==> src/hdl/v29e_pkg.sv <==
// ----------------------------------------------------------------------------
// v29e_pkg
// Types, constants and point tables for the V.29 symbol encoder.
// ----------------------------------------------------------------------------
`default_nettype none

package v29e_pkg;

	// rate codes; the spare code behaves as 9600
	localparam logic [1:0] RATE_9600 = 2'd0;
	localparam logic [1:0] RATE_7200 = 2'd1;
	localparam logic [1:0] RATE_4800 = 2'd2;

	// training segment boundaries in bauds
	localparam logic [9:0] SEG2_START = 10'd48;
	localparam logic [9:0] SEG3_START = 10'd176;
	localparam logic [9:0] SEG4_START = 10'd560;
	localparam logic [9:0] TRAIN_END  = 10'd608;

	localparam logic [6:0] TRAIN_SCR_INIT = 7'h2A;

	typedef logic signed [3:0] coord_t;

	typedef struct packed {
		logic [22:0] data_scr;
		logic [6:0]  train_scr;
		logic [2:0]  phase;
		logic [9:0]  train_count;
		logic        in_train;
	} v29e_state_t;

	localparam v29e_state_t STATE_INIT = '{
		data_scr:    23'd0,
		train_scr:   TRAIN_SCR_INIT,
		phase:       3'd0,
		train_count: 10'd0,
		in_train:    1'b1
	};

	typedef struct packed {
		coord_t point_i;
		coord_t point_q;
		logic   training;
		logic   data_taken;
	} v29e_result_t;

	// points by phase, plus 8 for the high amplitude
	localparam coord_t PT_I [16] = '{
		4'sd3, 4'sd1, 4'sd0, -4'sd1, -4'sd3, -4'sd1, 4'sd0, 4'sd1,
		4'sd5, 4'sd3, 4'sd0, -4'sd3, -4'sd5, -4'sd3, 4'sd0, 4'sd3
	};
	localparam coord_t PT_Q [16] = '{
		4'sd0, 4'sd1, 4'sd3, 4'sd1, 4'sd0, -4'sd1, -4'sd3, -4'sd1,
		4'sd0, 4'sd3, 4'sd5, 4'sd3, 4'sd0, -4'sd3, -4'sd5, -4'sd3
	};

	// training points by rate offset plus alternate/scrambler bit
	localparam coord_t AB_I [6] = '{-4'sd3, 4'sd3, -4'sd3, 4'sd1, -4'sd3, 4'sd0};
	localparam coord_t AB_Q [6] = '{4'sd0, -4'sd3, 4'sd0, -4'sd1, 4'sd0, -4'sd3};
	localparam coord_t CD_I [6] = '{4'sd3, -4'sd3, 4'sd3, -4'sd1, 4'sd3, 4'sd0};
	localparam coord_t CD_Q [6] = '{4'sd0, 4'sd3, 4'sd0, 4'sd1, 4'sd0, 4'sd3};

	// gray phase steps
	localparam logic [2:0] STEP8 [8] = '{3'd1, 3'd0, 3'd2, 3'd3, 3'd6, 3'd7, 3'd5, 3'd4};
	localparam logic [2:0] STEP4 [4] = '{3'd0, 3'd2, 3'd6, 3'd4};

endpackage

`default_nettype wire

==> src/hdl/v29e_if.sv <==
// ----------------------------------------------------------------------------
// v29e_in_if / v29e_out_if
// Valid/ready channels for user bits in and constellation points out.
// ----------------------------------------------------------------------------
`default_nettype none

interface v29e_in_if;
	logic       valid;
	logic       ready;
	logic [3:0] data_bits;
	logic       restart;

	modport source (output valid, output data_bits, output restart, input ready);
	modport sink   (input valid, input data_bits, input restart, output ready);
endinterface

interface v29e_out_if;
	logic              valid;
	logic              ready;
	logic signed [3:0] point_i;
	logic signed [3:0] point_q;
	logic              training;
	logic              data_taken;

	modport source (output valid, output point_i, output point_q, output training,
		output data_taken, input ready);
	modport sink   (input valid, input point_i, input point_q, input training,
		input data_taken, output ready);
endinterface

`default_nettype wire

==> src/hdl/v29_symbol_encoder.sv <==
// ----------------------------------------------------------------------------
// v29_symbol_encoder
// V.29 transmit symbol source: training sequence, data scrambler and
// differential Gray constellation mapper, one point per baud.
// ----------------------------------------------------------------------------
// Usage:
//   din carries one baud of user bits plus a restart flag; dout carries one
//   constellation point with its training and data_taken flags. Every
//   transfer on din gives exactly one transfer on dout, in order.
//   The accepted item sits in an input register; the core logic between it
//   and the output register produces the point and the next encoder state.
//   The result becomes valid once it reaches the output register, and one baud
//   is taken every cycle while dout is ready.
//   The encoder state (scramblers, phase, training count) is updated when
//   the result moves into the output register.
//   When dout stalls, the output and input registers both fill and din.ready
//   drops; no item is lost or repeated. Reset clears the pipeline, sets rate_mode
//   to 9600 and starts training. The user writes rate_mode via cfg_we/cfg_wdata
//   only while the block is idle; the block itself does not enforce this.
// ----------------------------------------------------------------------------
`default_nettype none

module v29_symbol_encoder (
	input  logic       clk,
	input  logic       arst_n,
	input  logic       cfg_we,
	input  logic [1:0] cfg_wdata,
	v29e_in_if.sink    din,
	v29e_out_if.source dout
);
	import v29e_pkg::*;

	logic [1:0]   rate_mode_q;
	v29e_state_t  st_q;
	v29e_state_t  st_next;
	v29e_result_t res;
	v29e_result_t res_q;
	logic         out_v_q;
	logic         v_s1;
	logic [3:0]   bits_s1;
	logic         restart_s1;
	logic         adv;

	assign adv       = !out_v_q || dout.ready;
	assign din.ready = !v_s1 || adv;

	always_ff @(posedge clk or negedge arst_n) begin
		if (!arst_n) begin
			rate_mode_q <= RATE_9600;
		end else if (cfg_we) begin
			rate_mode_q <= cfg_wdata;
		end
	end

	// input register
	always_ff @(posedge clk or negedge arst_n) begin
		if (!arst_n) begin
			v_s1 <= 1'b0;
		end else if (din.ready) begin
			v_s1 <= din.valid;
		end
	end

	always_ff @(posedge clk) begin
		if (din.ready && din.valid) begin
			bits_s1    <= din.data_bits;
			restart_s1 <= din.restart;
		end
	end

	v29e_core u_core (
		.st        (st_q),
		.rate_mode (rate_mode_q),
		.data_bits (bits_s1),
		.restart   (restart_s1),
		.st_next   (st_next),
		.res       (res)
	);

	// encoder state and output register
	always_ff @(posedge clk or negedge arst_n) begin
		if (!arst_n) begin
			st_q    <= STATE_INIT;
			out_v_q <= 1'b0;
		end else if (adv) begin
			out_v_q <= v_s1;
			if (v_s1) begin
				st_q <= st_next;
			end
		end
	end

	always_ff @(posedge clk) begin
		if (adv && v_s1) begin
			res_q <= res;
		end
	end

	assign dout.valid      = out_v_q;
	assign dout.point_i    = res_q.point_i;
	assign dout.point_q    = res_q.point_q;
	assign dout.training   = res_q.training;
	assign dout.data_taken = res_q.data_taken;

	// training symbols never consume user bits
	a_train_no_data: assert property (@(posedge clk) disable iff (!arst_n)
		dout.valid && dout.training |-> !dout.data_taken)
		else $error("training symbol marked as data");

	// once training is over the count rests at its end value
	a_count_hold: assert property (@(posedge clk) disable iff (!arst_n)
		!st_q.in_train |-> st_q.train_count == TRAIN_END)
		else $error("train count off end value after training");

	a_count_range: assert property (@(posedge clk) disable iff (!arst_n)
		st_q.in_train |-> st_q.train_count < TRAIN_END)
		else $error("train count past end while training");

	// an empty output register never holds off the input side
	a_no_false_stall: assert property (@(posedge clk) disable iff (!arst_n)
		!out_v_q |-> din.ready)
		else $error("input stalled with empty output");

	// state moves only when a baud passes to the output register
	a_state_hold: assert property (@(posedge clk) disable iff (!arst_n)
		!(adv && v_s1) |=> $stable(st_q))
		else $error("encoder state changed without a baud");

endmodule

`default_nettype wire

==> src/hdl/v29e_core.sv <==
// ----------------------------------------------------------------------------
// v29e_core
// One baud of training sequencing, scrambling and constellation mapping.
// ----------------------------------------------------------------------------
`default_nettype none

module v29e_core (
	input  v29e_pkg::v29e_state_t  st,
	input  logic [1:0]             rate_mode,
	input  logic [3:0]             data_bits,
	input  logic                   restart,
	output v29e_pkg::v29e_state_t  st_next,
	output v29e_pkg::v29e_result_t res
);
	import v29e_pkg::*;

	v29e_state_t cur;
	logic [22:0] ds;
	logic [3:0]  bits;
	logic [3:0]  o;
	logic [1:0]  skip;
	logic [2:0]  off;
	logic [2:0]  step;
	logic [2:0]  phase_new;
	logic        amp;
	logic [3:0]  pt_idx;
	logic [2:0]  k;
	logic        b;

	always_comb begin
		cur  = restart ? STATE_INIT : st;
		bits = cur.in_train ? 4'hF : data_bits;

		case (rate_mode)
			RATE_7200: begin
				skip = 2'd1;
				off  = 3'd2;
			end
			RATE_4800: begin
				skip = 2'd2;
				off  = 3'd4;
			end
			default: begin
				skip = 2'd0;
				off  = 3'd0;
			end
		endcase

		// data scrambler 1 + x^-18 + x^-23, msb of the used bits first
		ds = cur.data_scr;
		o  = 4'd0;
		for (int j = 0; j < 4; j++) begin
			if (2'(j) >= skip) begin
				o[3 - j] = bits[3 - j] ^ ds[17] ^ ds[22];
				ds       = {ds[21:0], o[3 - j]};
			end
		end

		step      = (rate_mode == RATE_4800) ? STEP4[o[1:0]] : STEP8[o[2:0]];
		phase_new = cur.phase + step;
		amp       = (rate_mode != RATE_7200) && (rate_mode != RATE_4800) && o[3];
		pt_idx    = {amp, phase_new};

		st_next        = cur;
		res.training   = cur.in_train;
		res.data_taken = 1'b0;
		res.point_i    = 4'sd0;
		res.point_q    = 4'sd0;
		b              = cur.train_scr[0];
		k              = off;

		if (!cur.in_train) begin
			res.point_i      = PT_I[pt_idx];
			res.point_q      = PT_Q[pt_idx];
			res.data_taken   = 1'b1;
			st_next.data_scr = ds;
			st_next.phase    = phase_new;
		end else begin
			st_next.train_count = cur.train_count + 10'd1;
			if (cur.train_count < SEG2_START) begin
				// silence
			end else if (cur.train_count < SEG3_START) begin
				k           = off + {2'd0, cur.train_count[0]};
				res.point_i = AB_I[k];
				res.point_q = AB_Q[k];
			end else if (cur.train_count < SEG4_START) begin
				k                 = off + {2'd0, b};
				res.point_i       = CD_I[k];
				res.point_q       = CD_Q[k];
				st_next.train_scr = {cur.train_scr[0] ^ cur.train_scr[1],
					cur.train_scr[6:1]};
			end else begin
				// scrambled ones
				res.point_i      = PT_I[pt_idx];
				res.point_q      = PT_Q[pt_idx];
				st_next.data_scr = ds;
				st_next.phase    = phase_new;
				if (st_next.train_count >= TRAIN_END) begin
					st_next.in_train = 1'b0;
				end
			end
		end
	end

endmodule

`default_nettype wire

==> src/flat_wrapper.sv <==
// flat-port wrapper written by rule: the top's interface ports become plain ports
module v29_symbol_encoder_flat import v29e_pkg::*;
  (clk, arst_n, cfg_we, cfg_wdata, din_valid, din_data_bits, din_restart, din_ready, dout_valid, dout_point_i, dout_point_q, dout_training, dout_data_taken, dout_ready);
  v29e_in_if din_i ();
  v29e_out_if dout_i ();
  input  logic clk;
  input  logic arst_n;
  input  logic cfg_we;
  input  logic [1:0] cfg_wdata;
  input wire logic [$bits(din_i.valid)-1:0] din_valid;
  input wire logic [$bits(din_i.data_bits)-1:0] din_data_bits;
  input wire logic [$bits(din_i.restart)-1:0] din_restart;
  output wire logic [$bits(din_i.ready)-1:0] din_ready;
  output wire logic [$bits(dout_i.valid)-1:0] dout_valid;
  output wire logic [$bits(dout_i.point_i)-1:0] dout_point_i;
  output wire logic [$bits(dout_i.point_q)-1:0] dout_point_q;
  output wire logic [$bits(dout_i.training)-1:0] dout_training;
  output wire logic [$bits(dout_i.data_taken)-1:0] dout_data_taken;
  input wire logic [$bits(dout_i.ready)-1:0] dout_ready;
  assign din_i.valid = din_valid;
  assign din_i.data_bits = din_data_bits;
  assign din_i.restart = din_restart;
  assign din_ready = din_i.ready;
  assign dout_valid = dout_i.valid;
  assign dout_point_i = dout_i.point_i;
  assign dout_point_q = dout_i.point_q;
  assign dout_training = dout_i.training;
  assign dout_data_taken = dout_i.data_taken;
  assign dout_i.ready = dout_ready;
  v29_symbol_encoder u_core (.clk(clk), .arst_n(arst_n), .cfg_we(cfg_we), .cfg_wdata(cfg_wdata), .din(din_i), .dout(dout_i));
endmodule
==> config.mk <==
export PLATFORM = sky130hd
export DESIGN_NAME = v29_symbol_encoder_flat
export DESIGN_NICKNAME = d
export VERILOG_FILES = /design/src/hdl/v29e_pkg.sv /design/src/hdl/v29e_if.sv /design/src/hdl/v29_symbol_encoder.sv /design/src/hdl/v29e_core.sv /design/src/flat_wrapper.sv
export SDC_FILE = /design/constraint.sdc
export NUM_CORES = 1
export LEC_CHECK = 0
export BUFFER_PORTS_ARGS = -buffer_cell sky130_fd_sc_hd__buf_4
export CAP_MARGIN = 15
export CORE_MARGIN = 3
export CORE_UTILIZATION = 40
export CTS_CLUSTER_SIZE = 12
export DETAILED_ROUTE_END_ITERATION = 10
export PLACE_DENSITY = 0.64
export SLEW_MARGIN = 20
export SYNTH_ARGS = -nofsm -noshare
export SYNTH_HDL_FRONTEND = slang
export SYNTH_SLANG_ARGS = --single-unit
export TNS_END_PERCENT = 30
==> constraint.sdc <==
create_clock -name clk -period 4.3 [get_ports clk]
set_input_delay 1.29 -clock clk [delete_from_list [all_inputs] [get_ports clk]]
set_output_delay 1.29 -clock clk [all_outputs]
set_load 0.01 [all_outputs]
==> impl_metrics.tcl <==
set metrics [dict create \
    cts-htree-levels 3 \
    final_hpwl_from_detailed_placement_um 7040 \
    post_synth_xor_area_fraction_pct 3.84 \
    final.min_clock_period_ps 4190 \
    report.final.hold_viol_count 0 \
    clock-root-buffer "clkbuf_8" \
    vias 3788 \
    start_util_pct 41.3 \
    port_buffers 23 \
    crit_path_top_delay_cell "fa_2" \
    synth_flop_cell "dfrtp_1" \
    clkSinkCount 63 \
    syn-cell-area_sq_um 4500 \
    list_of_cells_traversed_by_the_critical_path "buf_4, ha_4, mux2_4, o22ai_1, nor3_2, o31ai_4, xor2_1, xnor2_1, nor2_1, ha_1, inv_1, fa_2, buf_4, ha_1, or4_1, nand3_1" \
    synth_seq_area_share_pct 36.8 \
    max_slew.worst_pin.slew_ps 938 \
    p_leak_uw 0.00207 \
    critical_path_cell_count 16 \
    tritoncts.num_buffers 9 \
    clock_skew_ps 10.2 \
    grt_pass1_wl_um 18300 \
    post-place-ws_ps -11.6 \
    r2r_start "u_core.rate_mode_q[1]" \
    critPathMaxFanout 6 \
    die_w_um 112 \
    synth_area_leader_cell "dfrtp_1" \
    finalSetupViolCount 0 \
    grt_start_max_net_pins 49 \
    timing.critical_path.buf_inv 3 \
    power_density_nw_per_um2 422 \
    relSlewSlack_pct 37.2 \
    area_delta_synth_final_pct 13.9 \
    fin_ws_ps 112 \
    synth.mux.area_fraction_pct 13.5 \
    antenna_found_initial 0 \
    fp.dieH_um 112 \
    tritoncts "done" \
    wire_per_inst_um 16.6 \
    setup.worst_path.start_class "flop" \
    worst_path_dominant_cell_family "adder cells" \
    fin_tns_setup_ps 0 \
    detail_route.wirelength_um 10700 \
    yosys.area_share.simple_pct 15.9 \
    run_status "completed" \
    max_stage_delay_ps 620 \
    ant_nets 0 \
    grt_usage_pct 17.8 \
    vias_per_cell 5.89 \
    globalRoute.totalOverflow 0 \
    worst_r2r_path_depth 16 \
    antennaDiodeCount 0 \
    critPathLaunch "u_core.rate_mode_q[1]" \
    drtPass1Iterations 4 \
    dieArea_sq_um 12500 \
    nets 521 \
    drc 0 \
    hp_class "reg2reg" \
    synth.yosys.warnings 0 \
    timing.critical_path.required_ps 4530 \
    synthAdderAreaFrac_pct 3.45 \
    count_of_flip_flops_with_a_built_in_enable_after_synthesis 15 \
    cap_violations 0 \
    fin_cells 643 \
    fp-row-count 38 \
    timing.critical_path.arrival_ps 4410 \
    cp-end-kind "flop" \
    synth.ff_latch_count 63 \
    placed_cells_incl_taps 622 \
    worst_skew_pair.late_latency_ps 370 \
    synth.net_count 508 \
    synth-compound-area-share_pct 22.0 \
    worstSetupPathType "reg2reg" \
    vdd_ir_drop_max_uv 182 \
    post-route-util_pct 47.0 \
    io_pins 24 \
    synth.distinct_cells 65 \
    hold_depth 2 \
    drt_iter0_drc 180 \
    routability_congestion_estimate 0.813 \
    finalMaxSlewViolations 0 \
    bufs_on_longest_clock_path 2 \
    synth.top_cells.by_area "dfrtp_1, edfxtp_1, mux2i_1, nand2_1, o21ai_0" \
    worst_r2r_endpoint "u_core.dout.point_i[1]" \
    synth_top_family_by_area "compound AO/OA/AOI/OAI gates" \
    async_flop_share_pct 76.2 \
    clkSlewWorstSetupHoldPaths_ps 80 \
    synth.avg_cell_area_sq_um 9.27 \
    min_period_over_period_pct 97.4 \
    fraction_of_layout_cells_with_a_size_suffix_above_1_pct 20.3 \
    grt_pass1_vias 3653 \
    clock.fmax_mhz 239 \
    setup.worst_path.end "u_core.dout.point_i[1]" \
    syn-instance-count 485 \
    synthDominantCellAreaShare_pct 24.5 \
    unrepaired_setup_endpoints_after_global_routing "yes" \
    floorplan.core_area_sq_um 10900 \
    regToRegSetupSlack_ps 110 \
]
==> final cells by class <==
cell class / count / area, sq um
clock buffers: 10 / 128
flip-flops and latches: 63 / 1660
fillers: 1018 / 5770
well taps: 140 / 175
repair buffers: 42 / 319
multi-input cells: 372 / 2720
inverters: 10 / 37.5
clock inverters: 6 / 85.1
==> stage by stage <==
stage / hold slack [ps] / total power (uW) / instance area [sq um]
after floorplan: 442 / 1350 / 4500
after global placement: 463 / 1510 / 4780
after detailed placement: 479 / 1530 / 4780
after CTS: 499 / 2120 / 5010
after global routing: 531 / 2310 / 5120
final: 498 / 2160 / 5120
==> timing repair <==
item	4_1_cts	5_1_grt
endpoints found under the setup margin	1	4
hold buffers	0	0
buffers inserted	0	5
gates resized for setup	2	16
pin swaps	0	7
cloned	0	0
==> routing by layer <==
layer / routed length (um) / GRT usage [%] / vias up
met5: 0 / 0 / -
met4: 215 / 7.85 / 0
met3: 594 / 4.15 / 17
met2: 5010 / 27.1 / 106
met1: 4880 / 24.2 / 1839
li1: - / - / 1826
==> power breakdown <==
group / switching [uW] / internal (uW)
clock: 255 / 324
sequential: 110 / 698
combinational: 429 / 347
==> state kept, by name, summed over array words and instances (netlist names) <==
register                cells
u_core.bits_s1              4
u_core.dout.data_taken      1
u_core.dout.point_i         4
u_core.dout.point_q         4
u_core.dout.training        1
u_core.dout.valid           1
u_core.rate_mode_q          2
u_core.restart_s1           1
u_core.st_q                44
u_core.v_s1                 1
==> cells by family after synthesis <==
logic type | after synthesis
adder cells (fa/ha/maj) | 12
flip-flops | 63
AND/OR/NAND/NOR | 145
XOR/XNOR | 16
multiplexers | 49
buffers and inverters | 50
AO/OA/AOI/OAI | 150
==> cells in the mapped netlist, types with 3 or more instances <==
| library cell | instances |
|---|---|
| buf_1 | 8 |
| nand4_1 | 5 |
| dfrtp_1 | 44 |
| nor2_1 | 22 |
| o22ai_1 | 3 |
| ha_1 | 10 |
| a22oi_1 | 4 |
| a22o_1 | 13 |
| o21a_1 | 4 |
| nand3_1 | 8 |
| a21o_1 | 4 |
| nor3b_1 | 3 |
| nand2_1 | 58 |
| o211ai_1 | 3 |
| inv_1 | 10 |
| mux4_2 | 7 |
| edfxtp_1 | 15 |
| xnor2_1 | 7 |
| nand2b_1 | 8 |
| nor3_1 | 9 |
| and3_1 | 6 |
| a211oi_1 | 8 |
| o21ai_1 | 8 |
| xor2_1 | 7 |
| mux2_2 | 15 |
| nor2b_1 | 11 |
| dfstp_2 | 4 |
| mux2i_1 | 25 |
| o21ai_0 | 42 |
| a2111oi_0 | 7 |
| o22a_1 | 8 |
| a21oi_1 | 27 |
| o31ai_1 | 3 |
| clkbuf_1 | 29 |
==> placed cells by master (no fill, tap or decap), types with 12 or more instances in the layout <==
cell	count
nand2_1	58
a21oi_1	27
dfrtp_1	44
o21ai_0	42
mux2i_1	24
a22o_1	12
mux2_2	15
nor2_1	22
buf_4	41
edfxtp_1	15
==> tightest hold or removal path, cell delays in order, from the launching register on <==
cell     delay (ps)
dfrtp_1         350
nand2_1          50
o21ai_0          60
==> worst min path at each step <==
stage | start | to | slack, ps
2_1_floorplan | u_core.st_q[11] | u_core.st_q[11] | 440
3_3_place_gp | u_core.st_q[11] | u_core.st_q[11] | 460
3_5_place_dp | u_core.st_q[11] | u_core.st_q[11] | 480
4_1_cts | u_core.st_q[11] | u_core.st_q[11] | 500
5_1_grt | u_core.v_s1 | u_core.dout.valid | 530
6_report | u_core.st_q[11] | u_core.st_q[11] | 500
Note: power is estimated with default switching activity, not from simulation.
